--- src/design/icp_pkg.sv ---
// shared types and constants for the infix to postfix converter
// operator and result codes, controller command and status structs
// no dependencies
package icp_pkg;

	// operator codes, same on input and output
	localparam logic [2:0] OP_LPAREN = 3'd0;
	localparam logic [2:0] OP_RPAREN = 3'd1;
	localparam logic [2:0] OP_POW    = 3'd2;
	localparam logic [2:0] OP_MUL    = 3'd3;
	localparam logic [2:0] OP_DIV    = 3'd4;
	localparam logic [2:0] OP_ADD    = 3'd5;
	localparam logic [2:0] OP_SUB    = 3'd6;

	// result kinds
	localparam logic [1:0] KIND_OPERAND  = 2'd0;
	localparam logic [1:0] KIND_OPERATOR = 2'd1;
	localparam logic [1:0] KIND_MARKER   = 2'd2;

	// error codes
	localparam logic [1:0] ERR_NONE     = 2'd0;
	localparam logic [1:0] ERR_OVERFLOW = 2'd1;
	localparam logic [1:0] ERR_UNMATCHED = 2'd2;

	// results kept per item, further ones are dropped
	localparam int MAX_RESULTS = 17;
	localparam int RES_W       = $clog2(MAX_RESULTS + 1);

	localparam int VALUE_W = 32;
	localparam int OP_W    = 3;
	localparam int KIND_W  = 2;
	localparam int ERR_W   = 2;
	localparam int IN_DATA_W  = 40;
	localparam int OUT_DATA_W = 40;

	typedef struct packed {
		logic             load;
		logic             push;
		logic             pop;
		logic             emit;
		logic [KIND_W-1:0] emit_kind;
		logic [ERR_W-1:0] emit_err;
		logic             finish;
	} icp_cmd_t;

	typedef struct packed {
		logic             is_operand;
		logic [OP_W-1:0]  op;
		logic             last;
		logic [OP_W-1:0]  top_op;
		logic             empty;
		logic             full;
		logic             emit_ok;
		logic             finish_ok;
		logic             res_none;
	} icp_sts_t;

endpackage

--- src/design/infix_to_postfix_converter.sv ---
// top level of the infix to postfix converter (shunting-yard)
// joins the controller and the datapath
// depends on icp_pkg, icp_ctrl, icp_dpath
//
// Input channel s_*: one infix token per item. s_tuser is 1 for an operand,
// s_tlast marks the final token of an expression and flushes the stack.
// Output channel m_*: postfix results. m_tuser gives the kind (operand,
// operator, empty marker), m_tlast marks the final result of an expression.
// One item at a time: an item is accepted, decoded and then closed out;
// * / + - and ) first pop operators one by one, then push, drop the matching
// ( or send the error marker; the final token then pops each stack entry.
// The operator stack is a memory of STACK_DEPTH entries with a registered
// top read; its contents need no clearing, reset empties the count, the
// controller and the valid and token flags. When the receiver stalls, results
// wait in the output register and one pending register, and the stack
// sequencer halts until room is made; no result is lost to a stall, but
// results past MAX_RESULTS per item are dropped.
module infix_to_postfix_converter #(
	parameter int STACK_DEPTH = 16
) (
	input  logic        clk,
	input  logic        arst_n,
	input  logic        s_tvalid,
	output logic        s_tready,
	input  logic [39:0] s_tdata,  // operand_value[31:0], operator_code[34:32], zero pad
	input  logic        s_tuser,  // token_is_operand
	input  logic        s_tlast,  // last_token
	output logic        m_tvalid,
	input  logic        m_tready,
	output logic [39:0] m_tdata,  // out_value[31:0], out_operator[34:32], error_code[36:35]
	output logic [1:0]  m_tuser,  // out_kind
	output logic        m_tlast   // end_of_expression
);
	import icp_pkg::*;

	icp_cmd_t cmd;
	icp_sts_t sts;

	icp_ctrl u_ctrl (
		.clk      (clk),
		.arst_n   (arst_n),
		.s_tvalid (s_tvalid),
		.s_tready (s_tready),
		.sts      (sts),
		.cmd      (cmd)
	);

	icp_dpath #(
		.STACK_DEPTH (STACK_DEPTH)
	) u_dpath (
		.clk      (clk),
		.arst_n   (arst_n),
		.s_tdata  (s_tdata),
		.s_tuser  (s_tuser),
		.s_tlast  (s_tlast),
		.m_tvalid (m_tvalid),
		.m_tready (m_tready),
		.m_tdata  (m_tdata),
		.m_tuser  (m_tuser),
		.m_tlast  (m_tlast),
		.cmd      (cmd),
		.sts      (sts)
	);

endmodule

--- src/design/icp_ctrl.sv ---
// controller state machine of the infix to postfix converter
// sequences pushes, pops and result emission for one item at a time
// depends on icp_pkg
module icp_ctrl (
	input  logic             clk,
	input  logic             arst_n,
	input  logic             s_tvalid,
	output logic             s_tready,
	input  icp_pkg::icp_sts_t sts,
	output icp_pkg::icp_cmd_t cmd
);
	import icp_pkg::*;

	typedef enum logic [5:0] {
		ST_IDLE   = 6'b000001,
		ST_DECODE = 6'b000010,
		ST_POP    = 6'b000100,
		ST_CLOSE  = 6'b001000,
		ST_FLUSH  = 6'b010000,
		ST_DONE   = 6'b100000
	} state_t;

	state_t state_q, state_d, after;
	logic   pop_hit;
	logic   tight_op;
	logic   top_tight;

	assign after     = sts.last ? ST_FLUSH : ST_DONE;
	assign tight_op  = (sts.op == OP_MUL) || (sts.op == OP_DIV);
	assign top_tight = (sts.top_op == OP_POW) || (sts.top_op == OP_MUL) ||
		(sts.top_op == OP_DIV);
	// * and / pop only tighter or equal operators, + and - pop down to (
	assign pop_hit = !sts.empty && (tight_op ? top_tight : (sts.top_op != OP_LPAREN));

	always_comb begin
		cmd       = '0;
		state_d   = state_q;
		s_tready  = 1'b0;
		case (state_q)
			ST_IDLE: begin
				s_tready = 1'b1;
				if (s_tvalid) begin
					cmd.load = 1'b1;
					state_d  = ST_DECODE;
				end
			end
			ST_DECODE: begin
				if (sts.is_operand) begin
					if (sts.emit_ok) begin
						cmd.emit      = 1'b1;
						cmd.emit_kind = KIND_OPERAND;
						state_d       = after;
					end
				end else begin
					case (sts.op)
						OP_LPAREN, OP_POW: begin
							if (!sts.full) begin
								cmd.push = 1'b1;
								state_d  = after;
							end else if (sts.emit_ok) begin
								cmd.emit      = 1'b1;
								cmd.emit_kind = KIND_MARKER;
								cmd.emit_err  = ERR_OVERFLOW;
								state_d       = after;
							end
						end
						OP_MUL, OP_DIV, OP_ADD, OP_SUB: state_d = ST_POP;
						OP_RPAREN: state_d = ST_CLOSE;
						default: state_d = after;
					endcase
				end
			end
			ST_POP: begin
				if (pop_hit) begin
					if (sts.emit_ok) begin
						cmd.pop       = 1'b1;
						cmd.emit      = 1'b1;
						cmd.emit_kind = KIND_OPERATOR;
					end
				end else if (!sts.full) begin
					cmd.push = 1'b1;
					state_d  = after;
				end else if (sts.emit_ok) begin
					cmd.emit      = 1'b1;
					cmd.emit_kind = KIND_MARKER;
					cmd.emit_err  = ERR_OVERFLOW;
					state_d       = after;
				end
			end
			ST_CLOSE: begin
				if (sts.empty) begin
					if (sts.emit_ok) begin
						cmd.emit      = 1'b1;
						cmd.emit_kind = KIND_MARKER;
						cmd.emit_err  = ERR_UNMATCHED;
						state_d       = after;
					end
				end else if (sts.top_op == OP_LPAREN) begin
					cmd.pop = 1'b1;
					state_d = after;
				end else if (sts.emit_ok) begin
					cmd.pop       = 1'b1;
					cmd.emit      = 1'b1;
					cmd.emit_kind = KIND_OPERATOR;
				end
			end
			ST_FLUSH: begin
				if (!sts.empty) begin
					// a leftover ( is dropped silently
					if (sts.top_op == OP_LPAREN) begin
						cmd.pop = 1'b1;
					end else if (sts.emit_ok) begin
						cmd.pop       = 1'b1;
						cmd.emit      = 1'b1;
						cmd.emit_kind = KIND_OPERATOR;
					end
				end else if (sts.res_none) begin
					// nothing came out, send an empty marker to carry the end flag
					if (sts.emit_ok) begin
						cmd.emit      = 1'b1;
						cmd.emit_kind = KIND_MARKER;
						cmd.emit_err  = ERR_NONE;
						state_d       = ST_DONE;
					end
				end else begin
					state_d = ST_DONE;
				end
			end
			ST_DONE: begin
				if (sts.finish_ok) begin
					cmd.finish = 1'b1;
					state_d    = ST_IDLE;
				end
			end
			default: state_d = ST_IDLE;
		endcase
	end

	always_ff @(posedge clk or negedge arst_n) begin
		if (!arst_n) begin
			state_q <= ST_IDLE;
		end else begin
			state_q <= state_d;
		end
	end

endmodule

--- src/design/icp_dpath.sv ---
// datapath of the infix to postfix converter
// token latch, operator stack memory with top read, pending and output registers
// depends on icp_pkg
module icp_dpath #(
	parameter int STACK_DEPTH = 16
) (
	input  logic                            clk,
	input  logic                            arst_n,
	input  logic [icp_pkg::IN_DATA_W-1:0]   s_tdata,
	input  logic                            s_tuser,
	input  logic                            s_tlast,
	output logic                            m_tvalid,
	input  logic                            m_tready,
	output logic [icp_pkg::OUT_DATA_W-1:0]  m_tdata,
	output logic [icp_pkg::KIND_W-1:0]      m_tuser,
	output logic                            m_tlast,
	input  icp_pkg::icp_cmd_t               cmd,
	output icp_pkg::icp_sts_t               sts
);
	import icp_pkg::*;

	localparam int IW = (STACK_DEPTH > 1) ? $clog2(STACK_DEPTH) : 1;
	localparam int CW = $clog2(STACK_DEPTH + 1);

	// latched token
	logic               is_operand_q;
	logic [VALUE_W-1:0] value_q;
	logic [OP_W-1:0]    op_q;
	logic               last_q;

	// operator stack
	logic [OP_W-1:0] stack_mem [STACK_DEPTH];
	logic [CW-1:0]   count_q;
	logic [CW-1:0]   count_d;
	logic [CW-1:0]   top_idx;
	logic [OP_W-1:0] top_q;

	// pending result, held back so the end flag can land on the final one
	logic               pend_v_q;
	logic [KIND_W-1:0]  pend_kind_q;
	logic [VALUE_W-1:0] pend_value_q;
	logic [OP_W-1:0]    pend_op_q;
	logic [ERR_W-1:0]   pend_err_q;

	// output register
	logic               out_v_q;
	logic [KIND_W-1:0]  out_kind_q;
	logic [VALUE_W-1:0] out_value_q;
	logic [OP_W-1:0]    out_op_q;
	logic [ERR_W-1:0]   out_err_q;
	logic               out_end_q;

	logic [RES_W-1:0]   res_cnt_q;
	logic               res_full;
	logic               out_free;
	logic               do_emit;
	logic               move_out;

	assign res_full = (res_cnt_q == RES_W'(MAX_RESULTS));
	assign out_free = !out_v_q || m_tready;
	assign do_emit  = cmd.emit && !res_full;
	assign move_out = (do_emit && pend_v_q) || (cmd.finish && pend_v_q);

	assign count_d = cmd.push ? count_q + CW'(1) : (cmd.pop ? count_q - CW'(1) : count_q);
	assign top_idx = count_d - CW'(1);

	always_ff @(posedge clk) begin
		if (cmd.load) begin
			value_q <= s_tdata[VALUE_W-1:0];
			op_q    <= s_tdata[VALUE_W +: OP_W];
		end
	end

	always_ff @(posedge clk or negedge arst_n) begin
		if (!arst_n) begin
			is_operand_q <= 1'b0;
			last_q       <= 1'b0;
		end else if (cmd.load) begin
			is_operand_q <= s_tuser;
			last_q       <= s_tlast;
		end
	end

	always_ff @(posedge clk) begin
		if (cmd.push) begin
			stack_mem[count_q[IW-1:0]] <= op_q;
		end
	end

	// top entry read every cycle at the next count, bypassed on a push
	always_ff @(posedge clk) begin
		if (cmd.push) begin
			top_q <= op_q;
		end else begin
			top_q <= stack_mem[top_idx[IW-1:0]];
		end
	end

	always_ff @(posedge clk or negedge arst_n) begin
		if (!arst_n) begin
			count_q <= '0;
		end else begin
			count_q <= count_d;
		end
	end

	always_ff @(posedge clk or negedge arst_n) begin
		if (!arst_n) begin
			res_cnt_q <= '0;
			pend_v_q  <= 1'b0;
			out_v_q   <= 1'b0;
		end else begin
			if (cmd.finish) begin
				res_cnt_q <= '0;
				pend_v_q  <= 1'b0;
			end else if (do_emit) begin
				res_cnt_q <= res_cnt_q + RES_W'(1);
				pend_v_q  <= 1'b1;
			end
			if (move_out) begin
				out_v_q <= 1'b1;
			end else if (m_tready) begin
				out_v_q <= 1'b0;
			end
		end
	end

	always_ff @(posedge clk) begin
		if (do_emit) begin
			pend_kind_q  <= cmd.emit_kind;
			pend_value_q <= (cmd.emit_kind == KIND_OPERAND) ? value_q : '0;
			pend_op_q    <= (cmd.emit_kind == KIND_OPERATOR) ? top_q : '0;
			pend_err_q   <= cmd.emit_err;
		end
		if (move_out) begin
			out_kind_q  <= pend_kind_q;
			out_value_q <= pend_value_q;
			out_op_q    <= pend_op_q;
			out_err_q   <= pend_err_q;
			out_end_q   <= cmd.finish && last_q;
		end
	end

	assign m_tvalid = out_v_q;
	assign m_tuser  = out_kind_q;
	assign m_tlast  = out_end_q;
	assign m_tdata  = {{(OUT_DATA_W - VALUE_W - OP_W - ERR_W){1'b0}},
		out_err_q, out_op_q, out_value_q};

	always_comb begin
		sts            = '0;
		sts.is_operand = is_operand_q;
		sts.op         = op_q;
		sts.last       = last_q;
		sts.top_op     = top_q;
		sts.empty      = (count_q == '0);
		sts.full       = (count_q == CW'(STACK_DEPTH));
		sts.emit_ok    = res_full || !pend_v_q || out_free;
		sts.finish_ok  = !pend_v_q || out_free;
		sts.res_none   = (res_cnt_q == '0);
	end

endmodule
--- config.mk ---
export PLATFORM = sky130hd
export DESIGN_NAME = infix_to_postfix_converter
export DESIGN_NICKNAME = d
export VERILOG_FILES = /design/src/design/icp_pkg.sv /design/src/design/infix_to_postfix_converter.sv /design/src/design/icp_ctrl.sv /design/src/design/icp_dpath.sv
export SDC_FILE = /design/constraint.sdc
export NUM_CORES = 1
export LEC_CHECK = 0
export BUFFER_PORTS_ARGS = -buffer_cell sky130_fd_sc_hd__buf_4
export CAP_MARGIN = 30
export CELL_PAD_IN_SITES_DETAIL_PLACEMENT = 1
export CELL_PAD_IN_SITES_GLOBAL_PLACEMENT = 1
export CORE_ASPECT_RATIO = 0.5
export CORE_MARGIN = 2
export CORE_UTILIZATION = 49
export CTS_BUF_LIST = sky130_fd_sc_hd__clkbuf_8 sky130_fd_sc_hd__clkbuf_16
export CTS_CLUSTER_DIAMETER = 100
export CTS_CLUSTER_SIZE = 12
export DETAILED_ROUTE_END_ITERATION = 7
export GPL_ROUTABILITY_DRIVEN = 0
export PLACE_DENSITY = 0.82
export SLEW_MARGIN = 10
export SYNTH_ARGS = -nofsm -noshare
export SYNTH_HDL_FRONTEND = slang
export SYNTH_HIERARCHICAL = 1
export SYNTH_SLANG_ARGS = --single-unit
--- constraint.sdc ---
create_clock -name clk -period 6.9 [get_ports clk]
set_input_delay 1.725 -clock clk [delete_from_list [all_inputs] [get_ports clk]]
set_output_delay 1.725 -clock clk [all_outputs]
set_load 0.1 [all_outputs]
==> flow_metrics.tcl <==
set metrics [dict create \
    yosys.area.top_type "edfxtp_1" \
    cts_tree "built" \
    final_cells 759 \
    remaining_drc_errors 0 \
    cts.root.buffer_cell "clkbuf_16" \
    worst-slew-pin-transition_ns 0.974 \
    detail_route.wl_per_cell_microns 21.7 \
    max-cap-violations 0 \
    detailed_placement_hpwl_microns 10800 \
    cts-buffers-inserted 17 \
    setup_violations 0 \
    buffers_inserted_during_post_cts_setup_optimization 0 \
    wl_microns 16500 \
    layout_cells_sized_above_1_pct 27.1 \
    clk_transition_reported_paths_ns 0.07 \
    largest_net_degree_at_the_start_of_global_routing 43 \
    ff_latch_area_sq_mm 0.00545 \
    initial_antenna_violation_count 0 \
    timing.critical_path.cells "mux4_1 > nor2b_1 > a211oi_1 > nor2_1 > or3b_2 > nand4b_1 > nor2b_1 > a21oi_1 > a211oi_2 > nand2b_1 > o221a_2 > nand2b_1 > xnor2_1" \
    clock_sink_count 186 \
    timing.critical_path.slowest_cell_delay_ns 0.75 \
    insertedDiodeCount 0 \
    rows 31 \
    ant_nets 0 \
    buffer_ports.inserted 82 \
    number_of_instances_in_the_placed_design 726 \
    floorplan.die.height_microns 91.3 \
    insertion_delay_ns 0.43 \
    synthCells 460 \
    holdCritPathClass "register to register" \
    synth.yosys.seq_area_share_pct 72.9 \
    count_of_final_max_slew_check_failures 0 \
    synth_area_leaders "edfxtp_1, dfrtp_1, and2_1" \
    fp.dieArea_sq_mm 0.0163 \
    synth_area_per_cell_sq_um 16.2 \
    design.final.nets 601 \
    vias_in_the_first_global_route 4405 \
    clock_tree.buffer_depth 2 \
    drtIter0Drc 321 \
    flow.area_growth_from_synthesis_pct 18.6 \
    vias_per_cell 5.54 \
    firstDrtPassIters 4 \
    power.leakage_uw 0.00326 \
    synth.yosys.warnings 6 \
    setup_tns_ns 0 \
    status "complete, no violations" \
    critical_path.max_fanout 12 \
    critical_path_required_ns 7.21 \
    synth-edff-count 162 \
    io_pins 91 \
    synthDominantCellAreaShare_pct 65.1 \
    fill_cells 1349 \
    setup.worst_path.end_class "register" \
    cts_max_level 4 \
    via_count 4208 \
    ys_seq_elements 186 \
    critPathSlowestCell "dfxtp_1" \
    max_freq_mhz 221 \
    slew_headroom_pct 35.1 \
    power.density_mw_per_mm2 460 \
    grt_setup_unrepaired "no" \
    die_width_microns 179 \
    grt_pass1_wl_microns 25000 \
    synth_async_sr_flop_share_pct 10.8 \
    startpoint_type "register" \
    post_synth_num_cell_types 72 \
    criticalPathCategory "register to register" \
    overflow_left_after_global_routing 0 \
    post-route-min-period_ns 4.52 \
    initial_core_util_pct 50.8 \
    core_area_sq_mm 0.0147 \
    layout_skew_ns 0.0171 \
    global_route.usage.total_pct 21.0 \
    worst-endpoint-arrival_ns 4.83 \
    hold_violation_total_from_the_final_report 0 \
    min_period_over_period_pct 65.6 \
    multi_input_comb_area_sq_mm 0.00188 \
    synthFlopType "edfxtp_1" \
    vdd_drop_max_mv 0.190 \
    postCtsResizedCells 0 \
    syn-cell-area_sq_mm 0.00747 \
    holdBufCountCts 0 \
]
==> sequential cells by signal, indices dropped and copies added (netlist names), 5 cells and up, named ones only <==
signal / cells
u_dpath/stack_mem: 48
u_dpath/out_value_q: 32
u_dpath/pend_value_q: 32
u_dpath/value_q: 32
u_ctrl/state_q: 6
u_dpath/count_q: 5
u_dpath/res_cnt_q: 5
==> power by group <==
part / internal [uW] / switching [uW]
combinational: 392 / 936
sequential: 1570 / 218
clock: 514 / 445
total: 2480 / 1600
==> placed cells by master, fill, tap and decap left out, types with 3 or more instances in the layout <==
cell,n
xnor2_1,5
o22ai_1,7
edfxtp_1,162
inv_1,12
and2_1,43
nand3_1,9
dfxtp_1,4
mux4_1,9
o21ai_0,6
and3_1,8
nor3_1,6
conb_1,3
ha_1,7
or4_1,3
inv_6,4
xor2_1,6
a21o_1,6
inv_8,3
nor2_1,28
mux4_2,3
nand2_1,13
dfrtp_1,19
nand4_1,4
clkbuf_16,17
a21oi_1,15
buf_4,85
nand2b_1,4
nor2b_1,5
==> metrics by stage <==
stage	power, uW	cell area [sq um]	utilization [%]	setup slack (ns)	hold WS (ns)
2_1_floorplan	2780	7480	-	1.58	0.400
3_3_place_gp	3040	8260	56.2	2.46	0.400
3_5_place_dp	3120	8260	56.2	2.36	0.406
4_1_cts	4090	8840	60.2	2.27	0.421
5_1_grt	4250	8860	60.3	2.07	0.429
6_report	4070	8860	60.3	2.38	0.422
==> critical path, delay by kind of cell, from the launching register on <==
family                    cells  cell delay [ns]
muxes                         1             0.66
and+or+nand+nor               7             1.53
DFF                           1             0.75
xor gates and xnor gates      1             0.13
AOI/OAI and AO/OA             4             1.33
==> layout make-up <==
class / instances / share of cell area, %
clock buffers: 17 / 4.80
clock inverters: 15 / 1.82
inverters: 12 / 0.508
multi-input cells: 245 / 21.2
flip-flops and latches: 186 / 61.4
well taps: 198 / 2.79
repair buffers: 86 / 7.42
==> cells in the mapped netlist (5+ instances only) <==
master and count:
clkbuf_1 7, a21o_1 6, and2_1 45, xor2_1 6, nor3_1 6, nor2b_1 5
o22ai_1 7, nor2_1 28, inv_1 11, buf_2 5, o21ai_0 6, dfrtp_1 19
and3_1 8, nand2_1 13, ha_1 7, buf_4 5, a21oi_1 15, nand3_1 9
mux4_1 9, edfxtp_1 162, xnor2_1 5
==> layer usage <==
metal,track usage (%),wire length (microns),vias up
met2,37.7,8790,126
met1,25.1,6620,2140
met3,4.19,789,23
li1,-,-,1919
met5,0,0,-
met4,8.06,291,0
==> worst paths after layout <==
kind                                                     from  slack, ns                               end  cells past startpoint
min in group asynchronous                              arst_n       1.18  u_dpath/res_cnt_q[2]$_DFFE_PN0P_                      1
min                        u_dpath/pend_op_q[2]$_SDFFCE_PP0P_       0.42     u_dpath/out_op_q[2]$_DFFE_PP_                      0
min reg2reg                u_dpath/pend_op_q[2]$_SDFFCE_PP0P_       0.42     u_dpath/out_op_q[2]$_DFFE_PP_                      0
max reg2reg                                          register       2.38                          register                     13
max                                                  register       2.38                          register                     13
max in group asynchronous                              arst_n       5.44     u_ctrl/state_q[0]$_DFFE_PN1P_                      1
==> cells by family (layout without fill, tap and decap cells) <==
logic type,count (synthesis),after routing,synth area share (%)
simple gates,153,153,12.5
mux,15,15,4.50
flops,186,186,72.9
xor+xnor,11,11,1.29
buf+inv,31,130,2.09
fa+ha+maj,7,7,1.17
other cells,1,3,0.0502
compound gates,56,56,5.51
Power figures use the tool's default switching activity.
